File: config.mk
export PLATFORM = sky130hd
export DESIGN_NAME = round_robin_quantum_scheduler
export DESIGN_NICKNAME = d
export VERILOG_FILES = /design/src/design/rrqs_pkg.sv /design/src/design/round_robin_quantum_scheduler.sv /design/src/design/rrqs_cell.sv
export SDC_FILE = /design/constraint.sdc
export NUM_CORES = 1
export LEC_CHECK = 0
export ABC_AREA = 1
export BUFFER_PORTS_ARGS = -buffer_cell sky130_fd_sc_hd__buf_4
export CAP_MARGIN = 40
export CORE_MARGIN = 4
export CORE_UTILIZATION = 50
export DETAILED_ROUTE_END_ITERATION = 16
export MAX_ROUTING_LAYER = met4
export PLACE_DENSITY = 0.65
export SYNTH_ARGS = -nofsm -noshare
export SYNTH_HDL_FRONTEND = slang
export SYNTH_SLANG_ARGS = --single-unit
File: constraint.sdc
create_clock -name aclk -period 3.4 [get_ports aclk]
set_clock_uncertainty 0.1 [all_clocks]
set_input_delay 0.17 -clock aclk [delete_from_list [all_inputs] [get_ports aclk]]
set_output_delay 0.17 -clock aclk [all_outputs]
set_load 0.1 [all_outputs]
File: src/design/rrqs_pkg.sv
// ----------------------------------------------------------------------------
// rrqs_pkg
// Shared types and constants for the round-robin quantum scheduler.
// ----------------------------------------------------------------------------
package rrqs_pkg;

    localparam int QUEUE_DEPTH = 16;
    localparam int LENGTH_BITS = 16;

    localparam int LEN_W = (LENGTH_BITS < 16) ? LENGTH_BITS : 16;
    localparam int CNT_W = $clog2(QUEUE_DEPTH + 1);
    localparam int TAG_W = 8;

    localparam logic [15:0] QUANTUM_RESET = 16'd5;

    localparam logic ACT_ENQUEUE = 1'b0;
    localparam logic ACT_RUN     = 1'b1;

    typedef enum logic [2:0] {
        ST_ENQUEUED = 3'd0,
        ST_REJECTED = 3'd1,
        ST_ROTATED  = 3'd2,
        ST_FINISHED = 3'd3,
        ST_EMPTY    = 3'd4
    } status_t;

    typedef struct packed {
        logic [TAG_W-1:0] tag;
        logic [LEN_W-1:0] rem;
    } entry_t;

    typedef struct packed {
        logic load;
        logic shift;
    } cell_ctrl_t;

endpackage

File: src/design/round_robin_quantum_scheduler.sv
// An accepted input waits in the input holding register until the output is free;
// its result is then registered into the output registers. No new input is taken
// while one is held, as that register frees only when the held item executes.
// Reset: synchronous active-low aresetn empties the queue, clears the tag
// counter and sets the quantum to 5; slot contents are not cleared.
// ----------------------------------------------------------------------------
// round_robin_quantum_scheduler
// Round-robin job queue with a configurable quantum, built as a row of slot cells
// with the head job always in the first cell.
// ----------------------------------------------------------------------------
module round_robin_quantum_scheduler (
    input  logic        aclk,
    input  logic        aresetn,
    input  logic        s_tvalid,
    output logic        s_tready,
    input  logic [15:0] s_tdata,    // job_length
    input  logic [0:0]  s_tuser,    // action
    output logic        m_tvalid,
    input  logic        m_tready,
    output logic [47:0] m_tdata,    // job_tag, time_used, remaining, jobs_waiting, zero pad
    output logic [2:0]  m_tuser,    // status
    input  logic        cfg_wr_en,
    input  logic [15:0] cfg_wr_data
);
    import rrqs_pkg::*;

    logic             in_valid_reg;
    logic             action_reg;
    logic [LEN_W-1:0] len_reg;
    logic [15:0]      quantum_reg;
    logic [CNT_W-1:0] count_reg;
    logic [CNT_W-1:0] count_next;
    logic [TAG_W-1:0] next_tag_reg;
    logic             m_tvalid_reg;
    status_t          status_reg;
    logic [TAG_W-1:0] tag_out_reg;
    logic [15:0]      used_reg;
    logic [15:0]      rem_out_reg;
    logic [4:0]       waiting_reg;

    entry_t     cell_q [QUEUE_DEPTH];
    cell_ctrl_t cell_ctrl [QUEUE_DEPTH];
    entry_t     load_data;
    entry_t     head;

    logic        exec_go;
    logic        full;
    logic        empty;
    logic [15:0] rem_ext;
    logic [15:0] rem_sub;
    logic        do_enq;
    logic        do_rot;
    logic        do_fin;
    status_t     status_c;
    logic [TAG_W-1:0] tag_c;
    logic [15:0] used_c;
    logic [15:0] rem_c;

    assign s_tready = !in_valid_reg;
    assign exec_go  = in_valid_reg && (!m_tvalid_reg || m_tready);
    assign head     = cell_q[0];
    assign full     = (count_reg == CNT_W'(QUEUE_DEPTH));
    assign empty    = (count_reg == '0);
    assign rem_ext  = 16'(head.rem);
    assign rem_sub  = rem_ext - quantum_reg;

    always_comb begin
        do_enq   = 1'b0;
        do_rot   = 1'b0;
        do_fin   = 1'b0;
        status_c = ST_EMPTY;
        tag_c    = '0;
        used_c   = '0;
        rem_c    = '0;
        if (action_reg == ACT_ENQUEUE) begin
            if (full) begin
                status_c = ST_REJECTED;
            end else begin
                do_enq   = exec_go;
                status_c = ST_ENQUEUED;
                tag_c    = next_tag_reg;
                rem_c    = 16'(len_reg);
            end
        end else if (!empty) begin
            tag_c = head.tag;
            if (rem_ext > quantum_reg) begin
                do_rot   = exec_go;
                status_c = ST_ROTATED;
                used_c   = quantum_reg;
                rem_c    = rem_sub;
            end else begin
                do_fin   = exec_go;
                status_c = ST_FINISHED;
                used_c   = rem_ext;
            end
        end
    end

    always_comb begin
        count_next = count_reg;
        if (do_enq) begin
            count_next = count_reg + 1'b1;
        end else if (do_fin) begin
            count_next = count_reg - 1'b1;
        end
    end

    always_comb begin
        if (do_enq) begin
            load_data.tag = next_tag_reg;
            load_data.rem = len_reg;
        end else begin
            load_data.tag = head.tag;
            load_data.rem = LEN_W'(rem_sub);
        end
    end

    for (genvar i = 0; i < QUEUE_DEPTH; i++) begin : g_cell
        entry_t nbr;
        assign cell_ctrl[i].load  = (do_enq && (count_reg == CNT_W'(i)))
                                 || (do_rot && (count_reg == CNT_W'(i + 1)));
        assign cell_ctrl[i].shift = do_rot || do_fin;
        if (i < QUEUE_DEPTH - 1) begin : g_mid
            assign nbr = cell_q[i + 1];
        end else begin : g_end
            assign nbr = cell_q[i];
        end
        rrqs_cell u_cell (
            .aclk      (aclk),
            .ctrl      (cell_ctrl[i]),
            .load_data (load_data),
            .nbr_data  (nbr),
            .data      (cell_q[i])
        );
    end

    always_ff @(posedge aclk) begin
        if (!aresetn) begin
            in_valid_reg <= 1'b0;
            quantum_reg  <= QUANTUM_RESET;
            count_reg    <= '0;
            next_tag_reg <= '0;
            m_tvalid_reg <= 1'b0;
        end else begin
            if (s_tvalid && s_tready) begin
                in_valid_reg <= 1'b1;
            end else if (exec_go) begin
                in_valid_reg <= 1'b0;
            end
            if (cfg_wr_en) begin
                quantum_reg <= cfg_wr_data;
            end
            count_reg <= count_next;
            if (do_enq) begin
                next_tag_reg <= next_tag_reg + 1'b1;
            end
            if (exec_go) begin
                m_tvalid_reg <= 1'b1;
            end else if (m_tready) begin
                m_tvalid_reg <= 1'b0;
            end
        end
    end

    always_ff @(posedge aclk) begin
        if (s_tvalid && s_tready) begin
            action_reg <= s_tuser[0];
            len_reg    <= s_tdata[LEN_W-1:0];
        end
        if (exec_go) begin
            status_reg  <= status_c;
            tag_out_reg <= tag_c;
            used_reg    <= used_c;
            rem_out_reg <= rem_c;
            waiting_reg <= 5'(count_next);
        end
    end

    assign m_tvalid = m_tvalid_reg;
    assign m_tuser  = status_reg;
    assign m_tdata  = {3'b000, waiting_reg, rem_out_reg, used_reg, tag_out_reg};

`ifndef SYNTH
    a_count_bound: assert property (@(posedge aclk) disable iff (!aresetn)
        count_reg <= CNT_W'(QUEUE_DEPTH))
        else $error("Job count exceeds the queue depth.");

    a_enq_count: assert property (@(posedge aclk) disable iff (!aresetn)
        do_enq |=> (count_reg == CNT_W'($past(count_reg) + 1'b1)))
        else $error("Enqueue did not grow the job count by one.");

    a_empty_out: assert property (@(posedge aclk) disable iff (!aresetn)
        (m_tvalid_reg && (status_reg == ST_EMPTY)) |-> (waiting_reg == '0))
        else $error("Empty status reported with jobs waiting.");
`endif

endmodule

File: src/design/rrqs_cell.sv
// ----------------------------------------------------------------------------
// rrqs_cell
// One queue slot. It loads a new entry or takes the entry of its neighbor
// nearer the tail when the queue advances.
// ----------------------------------------------------------------------------
module rrqs_cell (
    input  logic                aclk,
    input  rrqs_pkg::cell_ctrl_t ctrl,
    input  rrqs_pkg::entry_t    load_data,
    input  rrqs_pkg::entry_t    nbr_data,
    output rrqs_pkg::entry_t    data
);
    import rrqs_pkg::*;

    entry_t entry_reg;
    entry_t entry_next;

    always_comb begin
        entry_next = entry_reg;
        if (ctrl.load) begin
            entry_next = load_data;
        end else if (ctrl.shift) begin
            entry_next = nbr_data;
        end
    end

    always_ff @(posedge aclk) begin
        entry_reg <= entry_next;
    end

    assign data = entry_reg;

endmodule

# ---- Word-level counts from Yosys, hierarchy flattened
# Cells that the tools add are included.
dict set report word_totals {
  reg_bits 480
  inputBits 38
  out_inout_bits 53
  wordCells 196
}
dict set report op_classes {
  add_sub_neg 4
  magnitude_cmp 1
  eq_ne 16
  muxes 57
  bitwise_logic 1
  n_reduce_logical 73
}
# operator n
set ops {}
lappend ops {{two-way mux 24 bit} 31}
lappend ops {{two-way mux 16 bit} 5}
lappend ops {{equality test 5 x 4 -> 1 bit, second input constant} 8}
lappend ops {{logical AND 1 bit} 34}
lappend ops {{nonzero test 2 bit} 17}
lappend ops {{two-way mux 8 bit} 3}
lappend ops {{equality test 5 x 3 -> 1 bit, second input constant} 4}
lappend ops {{logical OR 1 bit} 18}
lappend ops {{> comparator 16 bit} 1}
lappend ops {{subtractor 16 bit} 1}
lappend ops {{two-way mux 1 bit} 14}
lappend ops {{equality test 5 x 2 -> 1 bit, second input constant} 2}
lappend ops {{two-way mux 5 bit} 2}
lappend ops {{adder 8 x 1 -> 8 bit, second input constant} 1}
lappend ops {{two-way mux 3 bit} 2}
lappend ops {{adder 5 x 1 -> 5 bit, second input constant} 1}
lappend ops {{equality test 5 x 1 -> 1 bit, second input constant} 1}
lappend ops {{equality test 5 bit, second input constant} 1}
lappend ops {{zero test 5 bit} 1}
lappend ops {{subtractor 5 x 1 -> 5 bit, second input constant} 1}
lappend ops {{zero test 1 bit} 2}
lappend ops {{OR reduction 2 bit} 1}
lappend ops {{inverter 1 bit} 1}

# ---- Logic depth before layout (Yosys ltp)
dict set report logic_depth {
  word_depth 9
  ltp_mapped 18
  mapped_depth_nobuf 16
}

# ---- Hierarchy
# From an unflattened synthesis, not the netlist that was laid out.
dict set report unflattened {
  hier_cells 2252
  hier_area_um2 22658.0
}
# mod instances cells_each area_each_um2 seq_area_each_um2
set modules_own_cells {}
lappend modules_own_cells {rrqs_cell 16 103 1082.3 720.7}
lappend modules_own_cells {round_robin_quantum_scheduler 1 604 5341.4 2572.5}

# ---- Worst setup path before layout
# OpenSTA, ideal clock, no wires.
dict set report synth_path {
  path_kind {register to register}
  start {reg g_cell[0].u_cell.entry_reg (netlist bit g_cell[0].u_cell.data[0])}
  end {reg g_cell[15].u_cell.entry_reg (netlist bit g_cell[15].u_cell.data[0]) (enable)}
  setup_time_ns 0.442
  arrival_ns 3.228
  required_ns 2.858
  slack_ns -0.370
  path_stages_with_launch 13
  n_path_buf 0
  synth_period_minus_slack_ns 3.770
  cell_sequence {edfxtp_1 inv_1 ha_1 inv_1 fa_1 nand2_1 nand2_1 nand3_1 nand2_1 nand2_1 nand2_2 nand3_4 o31ai_1}
}
# item line_no
set synth_rtl {}
lappend synth_rtl {{from (decl)} rrqs_cell.sv:15} ;# entry_t entry_reg;
lappend synth_rtl {{from (signal assigned)} rrqs_cell.sv:28} ;# entry_reg <= entry_next;
lappend synth_rtl {{to (signal assigned)} rrqs_cell.sv:28}
lappend synth_rtl {{to (decl)} rrqs_cell.sv:15}

# ---- Worst setup path after layout
dict set report layout_path {
  start {reg count_reg[1]}
  end {reg g_cell[14].u_cell.entry_reg (netlist bit g_cell[14].u_cell.data[9]) (enable)}
}
dict set report layout_via {
  elab_chain_len 6
  elab_cells_between_ends 15
  cone_classes {eq/ne (3); mux (6); reduce/logical (6)}
}
# item line_no
set layout_rtl {}
lappend layout_rtl {{from (decl)} round_robin_quantum_scheduler.sv:31} ;# logic [CNT_W-1:0] count_reg;
lappend layout_rtl {{from (signal assigned)} round_robin_quantum_scheduler.sv:153} ;# count_reg <= count_next;
lappend layout_rtl {{equality test 5 bit / zero test 5 bit (equally long branches)} {round_robin_quantum_scheduler.sv:62, round_robin_quantum_scheduler.sv:63}}
lappend layout_rtl {{two-way mux 1 bit (on tied branches)} {round_robin_quantum_scheduler.sv:76, round_robin_quantum_scheduler.sv:84}}
lappend layout_rtl {{two-way mux 1 bit} round_robin_quantum_scheduler.sv:75} ;# if (action_reg == ACT_ENQUEUE) begin
lappend layout_rtl {{logical AND 1 bit (on tied branches)} {round_robin_quantum_scheduler.sv:120, round_robin_quantum_scheduler.sv:121}}
lappend layout_rtl {{logical OR 1 bit} round_robin_quantum_scheduler.sv:121} ;# || (do_rot && (count_reg == CNT_W'(i + 1)));
lappend layout_rtl {{nonzero test 2 bit (no source line) *} n/a}
lappend layout_rtl {{to (signal assigned)} rrqs_cell.sv:28}
lappend layout_rtl {{to (decl)} rrqs_cell.sv:15}
# Every way passes the cells marked *; elsewhere a longest branch is shown, timed or not.
# A chain may end at the register's enable or synchronous reset.

==> summary.md <==
| Metric | Value |
|---|---|
| Placer congestion estimate | 0.9289 |
| Core Region | 43,460 sq um |
| 1st-pass router iterations | 5 |
| HP Start | cfg_wr_data[14] |
| Yosys warning total | 0 |
| Vias/cell | 5.451 |
| Leading area contributor after synthesis | edfxtp_1 |
| Post-synth EDFFs | 449 |
| Share of cells above drive strength 1 | 12.54% |
| GRT Total Usage | 25.20% |
| Final worst path period share | 91.57% |
| Area contributors post-synth | edfxtp_1, nand2_1, nand3_1 |
| Clock root buffer master | clkbuf_16 |
| Slowest cell on crit path | dfxtp_1 |
| Synthesized flop and latch total | 480 |
| Pwr dens | 532.2 nW/um^2 |
| Share of the synthesized area in the top cell type | 60.86% |
| Clk sinks | 480 |
| Reg2reg path depth | 10 |
| Unique masters post-synth | 40 |
| Commonest non-fill, non-tap cell in the layout | nand2_1 |
| Top FF cell, synth | edfxtp_1 |
| Hold_ws | 82.15 ps |
| Mapped cell area | 22,150 sq um |
| VDD IR max | 353.1 uV |
| # IOs | 91 |
| Slowest stage delay, CP | 420 ps |
| MaxCap Viol Count | 0 |
| R2r endpoint | g_cell[14].u_cell.data[9] |
| Seq/Total Area, Yosys | 63.66% |
| Routed WL | 58.73 mm |
| CTS tree | done |
| Max-slew violations | 0 |
| CP Data Arrival Time | 3280 ps |
| TritonCTS Buffers | 51 |
| Overflow after GRT | 0 |
| Row count | 76 |
| Hold Path Depth | 3 |
| Vias in the first global route | 15,475 |
| Startpoint types | flop |
| Outcome | complete, no violations |
| Final hold vios | 0 |
| Reg-to-reg slack, setup | 290 ps |
| CTS Buffer Depth | 3 |
| Crit path capture type | flop |
| Die area | 47,740 sq um |
| Final setup violation count | 0 |
| First-pass GRT wire length | 90.25 mm |
| WP data required | 3570 ps |
| Kind of critical path | flop to flop |
| Final Power | 13,670 uW |
| Overall die width | 218.5 um |
| Post-synthesis async set-or-reset flop share | 0% |
| Hold Crit Class | input pin to flop |
| # diodes | 0 |
| WL per Instance | 19.57 um |
| Min-Delay Endpoint | quantum_reg[14] |
| Syn Area/Cell | 9.908 sq um |
| Final #Nets | 2,439 |
| PortBufs | 87 |
| Pin count of the biggest net entering global routing | 34 |
| Post-DP HPWL | 38.46 mm |
| Clock transition at path regs | 60 ps |
| DRC | 0 |
| CTS H-tree lvls | 2 |
| Die Span Y | 218.5 um |
| Fmax | 321.2 MHz |
| RR Startpoint | count_reg[1] |
| Initial core utilization | 50.98% |
| Initial antenna violation count | 0 |
| CP Cell Sequence | inv_1 > ha_1 > nand2_1 > nor2_2 > nor2_8 > nand3_4 > nor2_8 > nand2_4 > nand3_1 > buf_4 |
| Tmin final | 3113 ps |
| Routed Antenna Nets | 0 |
| Slew HR | 50.12% |
| Worst-Skew Late Latency | 590 ps |
| Syn-to-layout area delta | 15.92% |
| Largest register FFs | 384 |
| Drt first-iter violations | 1,512 |
| Crit path max fanout | 26 |
| Via count | 16,357 |
| Lkg Pwr | 0.01068 uW |
| Worst Tran Pin Value | 747.2 ps |
| Crit-path most repeated cell | nor2_8 |
| Cells after synthesis | 2,236 |
| Most frequent cells in the layout | nand2_1, edfxtp_1, nand3_1, buf_4, inv_1 |
area by class of cell:
cell class	count	area, sq um
repair buffers	226	1927
clock inverters	27	152.6
multi-input cells	1534	7106
well taps	585	732.0
inverters	84	319.1
clock buffers	65	1339
flip-flops and latches	480	14100
fillers	3571	17780
critical path: cells and delay by family, from the launching register on:
kind | cells | cell delay [ps]
DFF | 1 | 420
adders and majority gates | 1 | 210
buffers and inverters | 2 | 400
and+or+nand+nor | 7 | 1640
worst max-delay path by stage:
stage | slack, ps | to | from
6_report | 290 | g_cell[14].u_cell.data[9] | count_reg[1]
4_1_cts | 200 | g_cell[2].u_cell.data[10] | count_reg[1]
3_3_place_gp | 220 | g_cell[0].u_cell.data[11] | g_cell[0].u_cell.data[1]
5_1_grt | -8 | g_cell[13].u_cell.data[22] | count_reg[1]
2_1_floorplan | 40 | g_cell[11].u_cell.data[0] | g_cell[0].u_cell.data[0]
3_5_place_dp | 220 | g_cell[2].u_cell.data[10] | count_reg[1]
where the power goes:
group          switching, uW  internal (uW)
sequential              62.6           6650
combinational           1420            460
clock                   2240           2840
total                   3720           9950
metal layers:
| metal | global-route usage (%) | part of all wire, % | vias up |
|---|---|---|---|
| met2 | 40.15 | 47 | 551 |
| li1 | - | - | 7894 |
| met5 | - | 0 | - |
| met1 | 33.24 | 43 | 7782 |
| met3 | 3.796 | 6.1 | 130 |
| met4 | 9.185 | 4.1 | 0 |
synth_stat cells (all sizes together) (2+ instances only):
| cell | count |
|---|---|
| o22ai | 20 |
| ha | 23 |
| nand2 | 892 |
| nand3b | 5 |
| buf | 87 |
| a211oi | 2 |
| nand4 | 3 |
| nor2 | 41 |
| xor2 | 9 |
| a21oi | 43 |
| inv | 82 |
| or2 | 2 |
| nand3 | 409 |
| clkbuf | 53 |
| o21bai | 2 |
| nor3 | 6 |
| edfxtp | 449 |
| clkinv | 2 |
| dfxtp | 31 |
| o21ai | 70 |
cell families (layout without fill, tap and decap cells):
group                      Yosys count  in the layout  synth area share, %
AOI/OAI and AO/OA                  140            140                3.456
xor gates and xnor gates             9              9               0.3558
adders and majority gates           24             24                1.389
buffers and inverters              224            402                4.688
DFF                                480            480                63.66
other                                1              3              0.01693
and+or+nand+nor                   1358           1358                26.43
through the flow:
stage / TNS, ps / util [%] / std cells / cell area (sq um) / setup slack [ps]
after floorplan: 0 / - / 2238 / 22170 / 44.56
after global placement: 0 / 54.43 / 2858 / 23650 / 218.3
after detailed placement: 0 / 54.47 / 2859 / 23670 / 221.2
after CTS: 0 / 59.03 / 3000 / 25650 / 202.7
after global routing: -8.301 / 59.09 / 3001 / 25680 / -8.301
final: 0 / 59.09 / 3001 / 25680 / 286.6
timing repair:
item | CTS | global route
setup buffers | 0 | 1
hold buffers | 49 | 0
endpoints found under the setup margin | 0 | 68
resized for setup | 0 | 3
endpoints found under the hold margin | 40 | 0
Power figures use the tool's default switching activity.
